==> src/rtl/eqrs_pkg.sv <==
// eqrs_pkg: types, codes and defaults for the equalizer chip read sequencer
// no dependencies; used by equalizer_chip_read_sequencer_core
package eqrs_pkg;

  localparam int unsigned WaitWidth   = 12;
  localparam int unsigned IndexWidth  = 5;
  localparam int unsigned SampleWidth = 16;
  localparam int unsigned CfgIdxWidth = 2;

  localparam int unsigned ReadsPerFrameDefault = 14;

  localparam logic [WaitWidth-1:0] ResetPulseDefault   = 12'd100;
  localparam logic [WaitWidth-1:0] SettleDefault       = 12'd36;
  localparam logic [WaitWidth-1:0] StrobePeriodDefault = 12'd72;

  // register indexes on the configuration port
  localparam logic [CfgIdxWidth-1:0] RegResetPulse   = 2'd0;
  localparam logic [CfgIdxWidth-1:0] RegSettle       = 2'd1;
  localparam logic [CfgIdxWidth-1:0] RegStrobePeriod = 2'd2;

  // command codes
  localparam logic [1:0] CmdStart    = 2'd0;
  localparam logic [1:0] CmdTick     = 2'd1;
  localparam logic [1:0] CmdConvDone = 2'd2;

  typedef enum logic [2:0] {
    PH_IDLE        = 3'd0,
    PH_RESET_HIGH  = 3'd1,
    PH_STROBE_HIGH = 3'd2,
    PH_SETTLE      = 3'd3,
    PH_READ_LEFT   = 3'd4,
    PH_READ_RIGHT  = 3'd5
  } phase_t;

  typedef struct packed {
    logic [1:0]             command;
    logic [SampleWidth-1:0] adc_value;
  } in_item_t;

  typedef struct packed {
    logic                   eq_reset;
    logic                   eq_strobe;
    logic                   adc_start;
    logic                   adc_select;
    logic                   sample_valid;
    logic [SampleWidth-1:0] sample_value;
    logic [IndexWidth-1:0]  sample_index;
    logic                   frame_done;
  } out_item_t;

endpackage

==> src/rtl/equalizer_chip_read_sequencer_core.sv <==
// equalizer_chip_read_sequencer_core: top level of the equalizer read sequencer
// depends on eqrs_pkg for item types, command codes, phases and defaults

// Drives the reset and strobe lines of a seven-band equalizer chip and the
// start/select of a two-channel converter. Every input transaction (start,
// one-microsecond tick or conversion done) yields exactly one result
// transaction showing pin levels after the update, a one-transaction
// conversion start pulse, the selected channel and, on conversion done during
// a read, the sample with its frame position (frame_done on the last one).
// Timing: one transaction per clock sustained while out_stall is low; each
// result is registered. The state update is a single pass of small
// logic from the accepted item to the registered state and result. A two-entry
// output buffer (result register plus skid register) lets one more input be
// taken while a result is stalled; in_stall rises only when both are full.
// Configuration writes are always ready and must only be made while idle.
module equalizer_chip_read_sequencer_core #(
  parameter int unsigned READS_PER_FRAME = eqrs_pkg::ReadsPerFrameDefault
) (
  input  logic                                 clk,
  input  logic                                 rst,
  // input channel
  input  logic                                 in_valid,
  output logic                                 in_stall,
  input  eqrs_pkg::in_item_t                   in_data,
  // result channel
  output logic                                 out_valid,
  input  logic                                 out_stall,
  output eqrs_pkg::out_item_t                  out_data,
  // configuration write channel
  input  logic                                 cfg_valid,
  output logic                                 cfg_ready,
  input  logic [eqrs_pkg::CfgIdxWidth-1:0]     cfg_index,
  input  logic [eqrs_pkg::WaitWidth-1:0]       cfg_data
);

  localparam logic [eqrs_pkg::IndexWidth-1:0] LastIndex =
    eqrs_pkg::IndexWidth'(READS_PER_FRAME - 1);

  // configuration registers
  logic [eqrs_pkg::WaitWidth-1:0] reset_pulse_us;
  logic [eqrs_pkg::WaitWidth-1:0] settle_us;
  logic [eqrs_pkg::WaitWidth-1:0] strobe_period_us;

  // sequencer state
  eqrs_pkg::phase_t                phase, phase_next;
  logic [eqrs_pkg::WaitWidth-1:0]  wait_count, wait_count_next;
  logic                            timer_running, timer_running_next;
  logic [eqrs_pkg::IndexWidth-1:0] read_index, read_index_next;
  logic                            reset_level, reset_level_next;
  logic                            strobe_level, strobe_level_next;

  // result for the item at the input
  eqrs_pkg::out_item_t               result_next;
  logic                              result_next_start;
  logic                              result_next_valid;
  logic [eqrs_pkg::SampleWidth-1:0]  result_next_value;
  logic [eqrs_pkg::IndexWidth-1:0]   result_next_index;
  logic                              result_next_done;

  // output buffer
  eqrs_pkg::out_item_t result, skid;
  logic                skid_valid;

  logic in_accept;
  logic out_free;

  assign cfg_ready = 1'b1;
  assign in_stall  = skid_valid;
  assign in_accept = in_valid && !skid_valid;
  // result register can take a new value this cycle
  assign out_free  = !out_valid || !out_stall;

  always_ff @(posedge clk) begin
    if (rst) begin
      reset_pulse_us   <= eqrs_pkg::ResetPulseDefault;
      settle_us        <= eqrs_pkg::SettleDefault;
      strobe_period_us <= eqrs_pkg::StrobePeriodDefault;
    end else if (cfg_valid && cfg_ready) begin
      unique case (cfg_index)
        eqrs_pkg::RegResetPulse:   reset_pulse_us   <= cfg_data;
        eqrs_pkg::RegSettle:       settle_us        <= cfg_data;
        eqrs_pkg::RegStrobePeriod: strobe_period_us <= cfg_data;
        default: ;  // writes beyond the register list are dropped
      endcase
    end
  end

  // next state and result for the item at the input
  always_comb begin
    phase_next         = phase;
    wait_count_next    = wait_count;
    timer_running_next = timer_running;
    read_index_next    = read_index;
    reset_level_next   = reset_level;
    strobe_level_next  = strobe_level;

    result_next_start  = 1'b0;
    result_next_valid  = 1'b0;
    result_next_value  = '0;
    result_next_index  = '0;
    result_next_done   = 1'b0;

    unique case (in_data.command)
      eqrs_pkg::CmdStart: begin
        // start restarts the frame even while busy
        phase_next         = eqrs_pkg::PH_RESET_HIGH;
        reset_level_next   = 1'b1;
        strobe_level_next  = 1'b0;
        read_index_next    = '0;
        wait_count_next    = reset_pulse_us;
        timer_running_next = 1'b1;
      end
      eqrs_pkg::CmdTick: begin
        if (timer_running) begin
          if (wait_count > eqrs_pkg::WaitWidth'(1)) begin
            wait_count_next = wait_count - eqrs_pkg::WaitWidth'(1);
          end else begin
            // a zero wait ends on the first tick, like a wait of one
            wait_count_next    = '0;
            timer_running_next = 1'b0;
            if (phase == eqrs_pkg::PH_RESET_HIGH || phase == eqrs_pkg::PH_STROBE_HIGH) begin
              reset_level_next   = 1'b0;
              strobe_level_next  = 1'b0;
              phase_next         = eqrs_pkg::PH_SETTLE;
              wait_count_next    = settle_us;
              timer_running_next = 1'b1;
            end else if (phase == eqrs_pkg::PH_SETTLE) begin
              phase_next        = eqrs_pkg::PH_READ_LEFT;
              result_next_start = 1'b1;
            end
          end
        end
      end
      eqrs_pkg::CmdConvDone: begin
        // conversion results outside a read are ignored
        if (phase == eqrs_pkg::PH_READ_LEFT || phase == eqrs_pkg::PH_READ_RIGHT) begin
          result_next_valid = 1'b1;
          result_next_value = in_data.adc_value;
          result_next_index = read_index;
          if (phase == eqrs_pkg::PH_READ_RIGHT) begin
            strobe_level_next = 1'b1;
          end
          if (read_index != LastIndex) begin
            read_index_next = read_index + eqrs_pkg::IndexWidth'(1);
            if (phase == eqrs_pkg::PH_READ_LEFT) begin
              phase_next        = eqrs_pkg::PH_READ_RIGHT;
              result_next_start = 1'b1;
            end else begin
              phase_next         = eqrs_pkg::PH_STROBE_HIGH;
              wait_count_next    = strobe_period_us;
              timer_running_next = 1'b1;
            end
          end else begin
            // last read of the frame, also on a left read for odd lengths
            read_index_next  = '0;
            result_next_done = 1'b1;
            phase_next       = eqrs_pkg::PH_IDLE;
          end
        end
      end
      default: ;  // unused command code
    endcase

    result_next.eq_reset     = reset_level_next;
    result_next.eq_strobe    = strobe_level_next;
    result_next.adc_start    = result_next_start;
    result_next.adc_select   = (phase_next == eqrs_pkg::PH_READ_RIGHT);
    result_next.sample_valid = result_next_valid;
    result_next.sample_value = result_next_value;
    result_next.sample_index = result_next_index;
    result_next.frame_done   = result_next_done;
  end

  // state register, updated on every accepted transaction
  always_ff @(posedge clk) begin
    if (rst) begin
      phase         <= eqrs_pkg::PH_IDLE;
      wait_count    <= '0;
      timer_running <= 1'b0;
      read_index    <= '0;
      reset_level   <= 1'b0;
      strobe_level  <= 1'b0;
    end else if (in_accept) begin
      phase         <= phase_next;
      wait_count    <= wait_count_next;
      timer_running <= timer_running_next;
      read_index    <= read_index_next;
      reset_level   <= reset_level_next;
      strobe_level  <= strobe_level_next;
    end
  end

  // output buffer: result register with a skid register behind it
  always_ff @(posedge clk) begin
    if (rst) begin
      out_valid  <= 1'b0;
      skid_valid <= 1'b0;
    end else if (out_free) begin
      if (skid_valid) begin
        out_valid  <= 1'b1;
        skid_valid <= 1'b0;
      end else begin
        out_valid <= in_accept;
      end
    end else if (in_accept) begin
      skid_valid <= 1'b1;
    end
  end

  always_ff @(posedge clk) begin
    if (out_free) begin
      if (skid_valid) begin
        result <= skid;
      end else if (in_accept) begin
        result <= result_next;
      end
    end else if (in_accept) begin
      skid <= result_next;
    end
  end

  assign out_data = result;

endmodule
==> config.mk <==
export PLATFORM = sky130hd
export DESIGN_NAME = equalizer_chip_read_sequencer_core
export DESIGN_NICKNAME = d
export VERILOG_FILES = /design/src/rtl/eqrs_pkg.sv /design/src/rtl/equalizer_chip_read_sequencer_core.sv
export SDC_FILE = /design/constraint.sdc
export NUM_CORES = 1
export LEC_CHECK = 0
export BUFFER_PORTS_ARGS = -buffer_cell sky130_fd_sc_hd__buf_4
export CORE_MARGIN = 2
export CORE_UTILIZATION = 62
export DETAILED_ROUTE_END_ITERATION = 10
export PLACE_DENSITY_LB_ADDON = 0.15
export SYNTH_ARGS = -nofsm -noshare
export SYNTH_HDL_FRONTEND = slang
export SYNTH_SLANG_ARGS = --single-unit
==> constraint.sdc <==
create_clock -name clk -period 8 [get_ports clk]
set_input_delay 2.4 -clock clk [delete_from_list [all_inputs] [get_ports clk]]
set_output_delay 2.4 -clock clk [all_outputs]
set_load 0.005 [all_outputs]
Word-level counts from Yosys, hierarchy flattened
Index checks and enable logic that the tools add are counted.
W data, S select, Z words.
- $add $sub $neg: 2
- $lt $le $gt $ge: 1
- equality and inequality tests: 15
- mux-type cells: 55
- bitwise logic cells: 1
- reduce and logical (&&, ||, !) cells: 21
- operator list (cell ; count):
    $mux W12 ; 6
    $mux W27 ; 2
    $pmux W12 S3 ; 1
    $mux W16 ; 2
    $mux W1 ; 27
    $mux W3 ; 7
    $mux W5 ; 4
    $gt A12 B1 Y1 const B ; 1
    $sub A12 B1 Y12 const B ; 1
    $pmux W5 S2 ; 1
    $reduce_and A2 Y1 ; 5
    $eq A3 B3 Y1 const B ; 3
    $pmux W3 S3 ; 1
    $ne A2 B2 Y1 const B ; 4
    $eq A3 B2 Y1 const B ; 2
    $pmux W1 S3 ; 2
    $reduce_and A6 Y1 ; 1
    $add A5 B1 Y5 const B ; 1
    $ne A5 B4 Y1 const B ; 1
    $reduce_and A5 Y1 ; 1
    $eq A2 B1 Y1 const B ; 2
    $eq A2 B2 Y1 const B ; 2
    $logic_not A2 Y1 ; 2
    $pmux W1 S2 ; 2
    9 further kinds ; 14
- flip-flop bits (word level): 115
- logic and storage cells: 122

Longest topological paths before layout
- depth after elaboration: 9
- mapped depth: 8
- gate-level depth less buffers: 8

Least setup slack after synthesis
Ideal clock, no wire load.
- path kind: input -> register
- start point: input port in_valid
- end point: register result, in the netlist out_data[0], enable pin
- data arrival time: 3.813 ns
- path slack: 3.767 ns
- stages on the path: 2
- cell sequence: nor2_1 a21oi_1
- word-level cells in the longest chain between the ends: 3
- RTL lines (item ; RTL line ; text):
    from (decl) ; equalizer_chip_read_sequencer_core.sv:22 ; input logic in_valid,
    $logic_and A1 B1 Y1 ; equalizer_chip_read_sequencer_core.sv:69 ; assign in_accept = in_valid && !skid_valid;
    $reduce_bool A2 Y1 (no source line) ; - ;
    $reduce_and A2 Y1 (no source line) ; - ;
    to (signal assigned) ; equalizer_chip_read_sequencer_core.sv:213 ; result <= skid;
    to (signal assigned) ; equalizer_chip_read_sequencer_core.sv:215 ; result <= result_next;
    to (decl) ; equalizer_chip_read_sequencer_core.sv:61 ; eqrs_pkg::out_item_t result, skid;
No other way between the ends.
A chain may end at the register's enable or synchronous reset.

Worst setup path in the final report
- start point: input port in_data[16] (netlist bit)
- end point: register read_index[0] (netlist bit)
- word-level cells in the longest chain between the ends: 3
- elaborated cells on any way between the ends: 6
- RTL lines (item ; RTL line ; text):
    from (decl) ; equalizer_chip_read_sequencer_core.sv:24 ; input eqrs_pkg::in_item_t in_data,
    $eq A2 B2 Y1 / $logic_not A2 Y1 (equally long branches) ; equalizer_chip_read_sequencer_core.sv:103 ; unique case (in_data.command)
    $ne A2 B2 Y1 (no source line) / $reduce_bool A2 Y1 (equally long branches) ; - ;
    $reduce_and A3 Y1 (no source line) ; - ;
    to (signal assigned) ; equalizer_chip_read_sequencer_core.sv:187 ; read_index <= read_index_next;
    to (decl) ; equalizer_chip_read_sequencer_core.sv:48 ; logic [eqrs_pkg::IndexWidth-1:0] read_index, read_index_next;
Parallel ways exist; a longest one is shown, timed or not.

==> results.toml <==
[run_status]
outcome = "completed"

[global_routing]
grt_pass1_wl_mm = 21.5
grt_util_all_layers = 0.278
grt_pass1_vias = 4460
antenna_found_initial = 0
grt_max_degree = 53
grt_overflow = 0

[floorplan]
io_pins = 67
core_area_mm2 = 0.00864
die_w_um = 98.0
initial_core_util = 0.634
row_count = 34
die_h_um = 98.0
dieArea_mm2 = 0.00959

[critical_path]
crit_type = "primary input to flop"
r2r_slack_ps = 5020
crit_required_ps = 8450
cp_common_cell = "inv_1"
r2r-start = "wait_count[11]"
crit_chain = "buf_4, inv_1, ha_1, nand3b_1, inv_1, o21ai_0, nor3_1, a21oi_1, nor2_1"
endpoint_kind = "flop"
worst-path-buf-inv = 3
cpLargestDelayFamily = "buffers and inverters"
worstPathArrival_ps = 5030
r2r-end = "out_data[26]"
worst_r2r_path_depth = 5
crit_path_max_incr_delay_ps = 700
worstSetupStartpointType = "primary input"
worstSetupStartpoint = "in_data[16]"
crit_slowest_cell = "ha_1"
path_max_fanout = 26

[sta]
hold_viol = 0
fin_tns_setup_ps = 0
fin_skew_ps = 5.68
fin_crit_sh = 0.572
tightest_slew_ps = 1050
layout_min_cycle_time_ps = 4580
setup_violations = 0
maxSlewHeadroom = 0.292
rsz0062_at_grt = "false"
timing.hold.ws_ps = 459
timing.final.max_slew_violations = 0
fmax_mhz = 218

[detailed_routing]
wl_per_cell_um = 17.0
drc = 0
routed_via_density = 5.94
ant_nets = 0
dr.pass1.iters = 5
vias = 4379
totalWireLength_mm = 12.5
drtIter0Drc = 267

[synthesis]
ys_seq_area_frac = 0.519
synth.area.top_cells = "edfxtp_1, dfxtp_1, nand2_1"
synth_area_per_cell_um2 = 9.65
synth.most_common_cell = "nand2_1"
syn_area_mm2 = 0.00547
syn_inst = 567
synth_nets = 612
synth_edf_count = 54
netlist_top_cells_count = "nand2_1, dfxtp_1, edfxtp_1, a21oi_1, nor2_1"
ys_seq_elements = 115
async_flop_share = 0
synth_cell_types = 62
post-synth-top-area-cell = "edfxtp_1"
yosysWarningCount = 0
ys.flop_type = "dfxtp_1"
netlist.area_leader.share = 0.296

[min_path]
hold_end = "strobe_period_us[1]"
hp-start = "strobe_period_us[1]"
min_path_type = "flop to flop"
whs_path_depth = 2

[final_layout]
layout.cells.non_filler = 737
layout-drive-gt1-share = 0.213
area_delta_synth_final_pct = 18.7
final_core_util = 0.752
fin_area_mm2 = 0.00649
fin_nets = 661
diodes = 0

[place]
portBuffers = 65
dp_hpwl_mm = 8.11
gp_congestion = 0.891
place_area_mm2 = 0.00596
dp_cells = 705

[pwr]
max-vdd-ir-drop_mv = 0.150
leakagePower_nw = 2.56
p_per_area_mw_per_mm2 = 232

[clock_tree]
cts_buffers = 17
cts_buffer_depth = 2
postCtsHoldBufs = 0
clk_pin_slew_worst_paths_ps = 60
cts_resized = 0
clock_latency_ps = 520
htree_levels = 4
cts.sinks = 115
cts_tree = "built"
post_cts_buffers = 0
cts_root_buf = "clkbuf_8"

[job]
drv_cap = 0
-- worst reg2reg max path: cells and delay by family (launching register included) --
family	cells	cell delay, ps
simple gates	3	1820
compound gates	1	250
mux	1	260
flops	1	390
-- stage by stage --
step                power (mW)  setup WS [ps]
detailed placement       0.838           2970
CTS                       1.51           3450
global placement         0.832           3120
finish                    1.51           3420
floorplan                0.785           3770
global route              1.56           3040
-- power by group --
part	internal [mW]	switching [mW]
clock	0.409	0.267
sequential	0.637	0.0153
combinational	0.0735	0.104
total	1.12	0.386
-- flip-flops by register name, summed over array words and instances, names as in the netlist --
signal / cells
in_stall: 1
out_data: 27
out_valid: 1
phase: 3
read_index: 5
reset_level: 1
reset_pulse_us: 12
settle_us: 12
skid: 27
strobe_level: 1
strobe_period_us: 12
timer_running: 1
wait_count: 12
-- routing by layer --
layer | routed length, um | up-vias | GRT usage
met5 | 0 | - | 0
met4 | 247 | 0 | 0.115
met3 | 712 | 24 | 0.0544
met2 | 6380 | 158 | 0.480
met1 | 5170 | 2075 | 0.341
li1 | - | 2122 | -
-- layout by cell type, fill, tap and decap left out, drive strengths merged, types with 6 or more instances in the layout --
| cell type | instances |
|---|---|
| o41ai | 10 |
| and2 | 21 |
| dfxtp | 61 |
| o21ai | 8 |
| nand4 | 6 |
| mux2 | 22 |
| xor2 | 6 |
| clkbuf | 19 |
| nand3 | 27 |
| a21oi | 48 |
| mux2i | 9 |
| o31ai | 8 |
| nor2 | 31 |
| ha | 8 |
| edfxtp | 54 |
| nor3 | 9 |
| buf | 68 |
| clkinv | 6 |
| nand2 | 115 |
| inv | 14 |
-- cell type report --
cell class | count | area (um2)
Clock buffer | 19 | 422
Tap cell | 108 | 135
Sequential cell | 115 | 2840
Clock inverter | 13 | 113
Fill cell | 623 | 2140
Timing Repair Buffer | 68 | 510
Inverter | 13 | 48.8
Multi-Input combinational cell | 401 | 2420
-- how the worst max path moves through the flow --
stage,cells after the start,endpoint
global placement,9,read_index[3]
floorplan,2,out_data[0]
finish,9,read_index[0]
global route,9,read_index[0]
detailed placement,9,read_index[0]
CTS,9,read_index[0]
-- logic make-up after synthesis --
family / Yosys count / share of synthesized area
AO/OA/AOI/OAI: 106 / 0.127
XOR/XNOR: 8 / 0.0128
adder cells (fa/ha/maj): 8 / 0.0183
buffers and inverters: 51 / 0.0400
flip-flops: 115 / 0.519
multiplexers: 31 / 0.0617
other: 1 / 0.000685
AND/OR/NAND/NOR: 247 / 0.220
No activity file was read; power rests on OpenSTA's default activity.
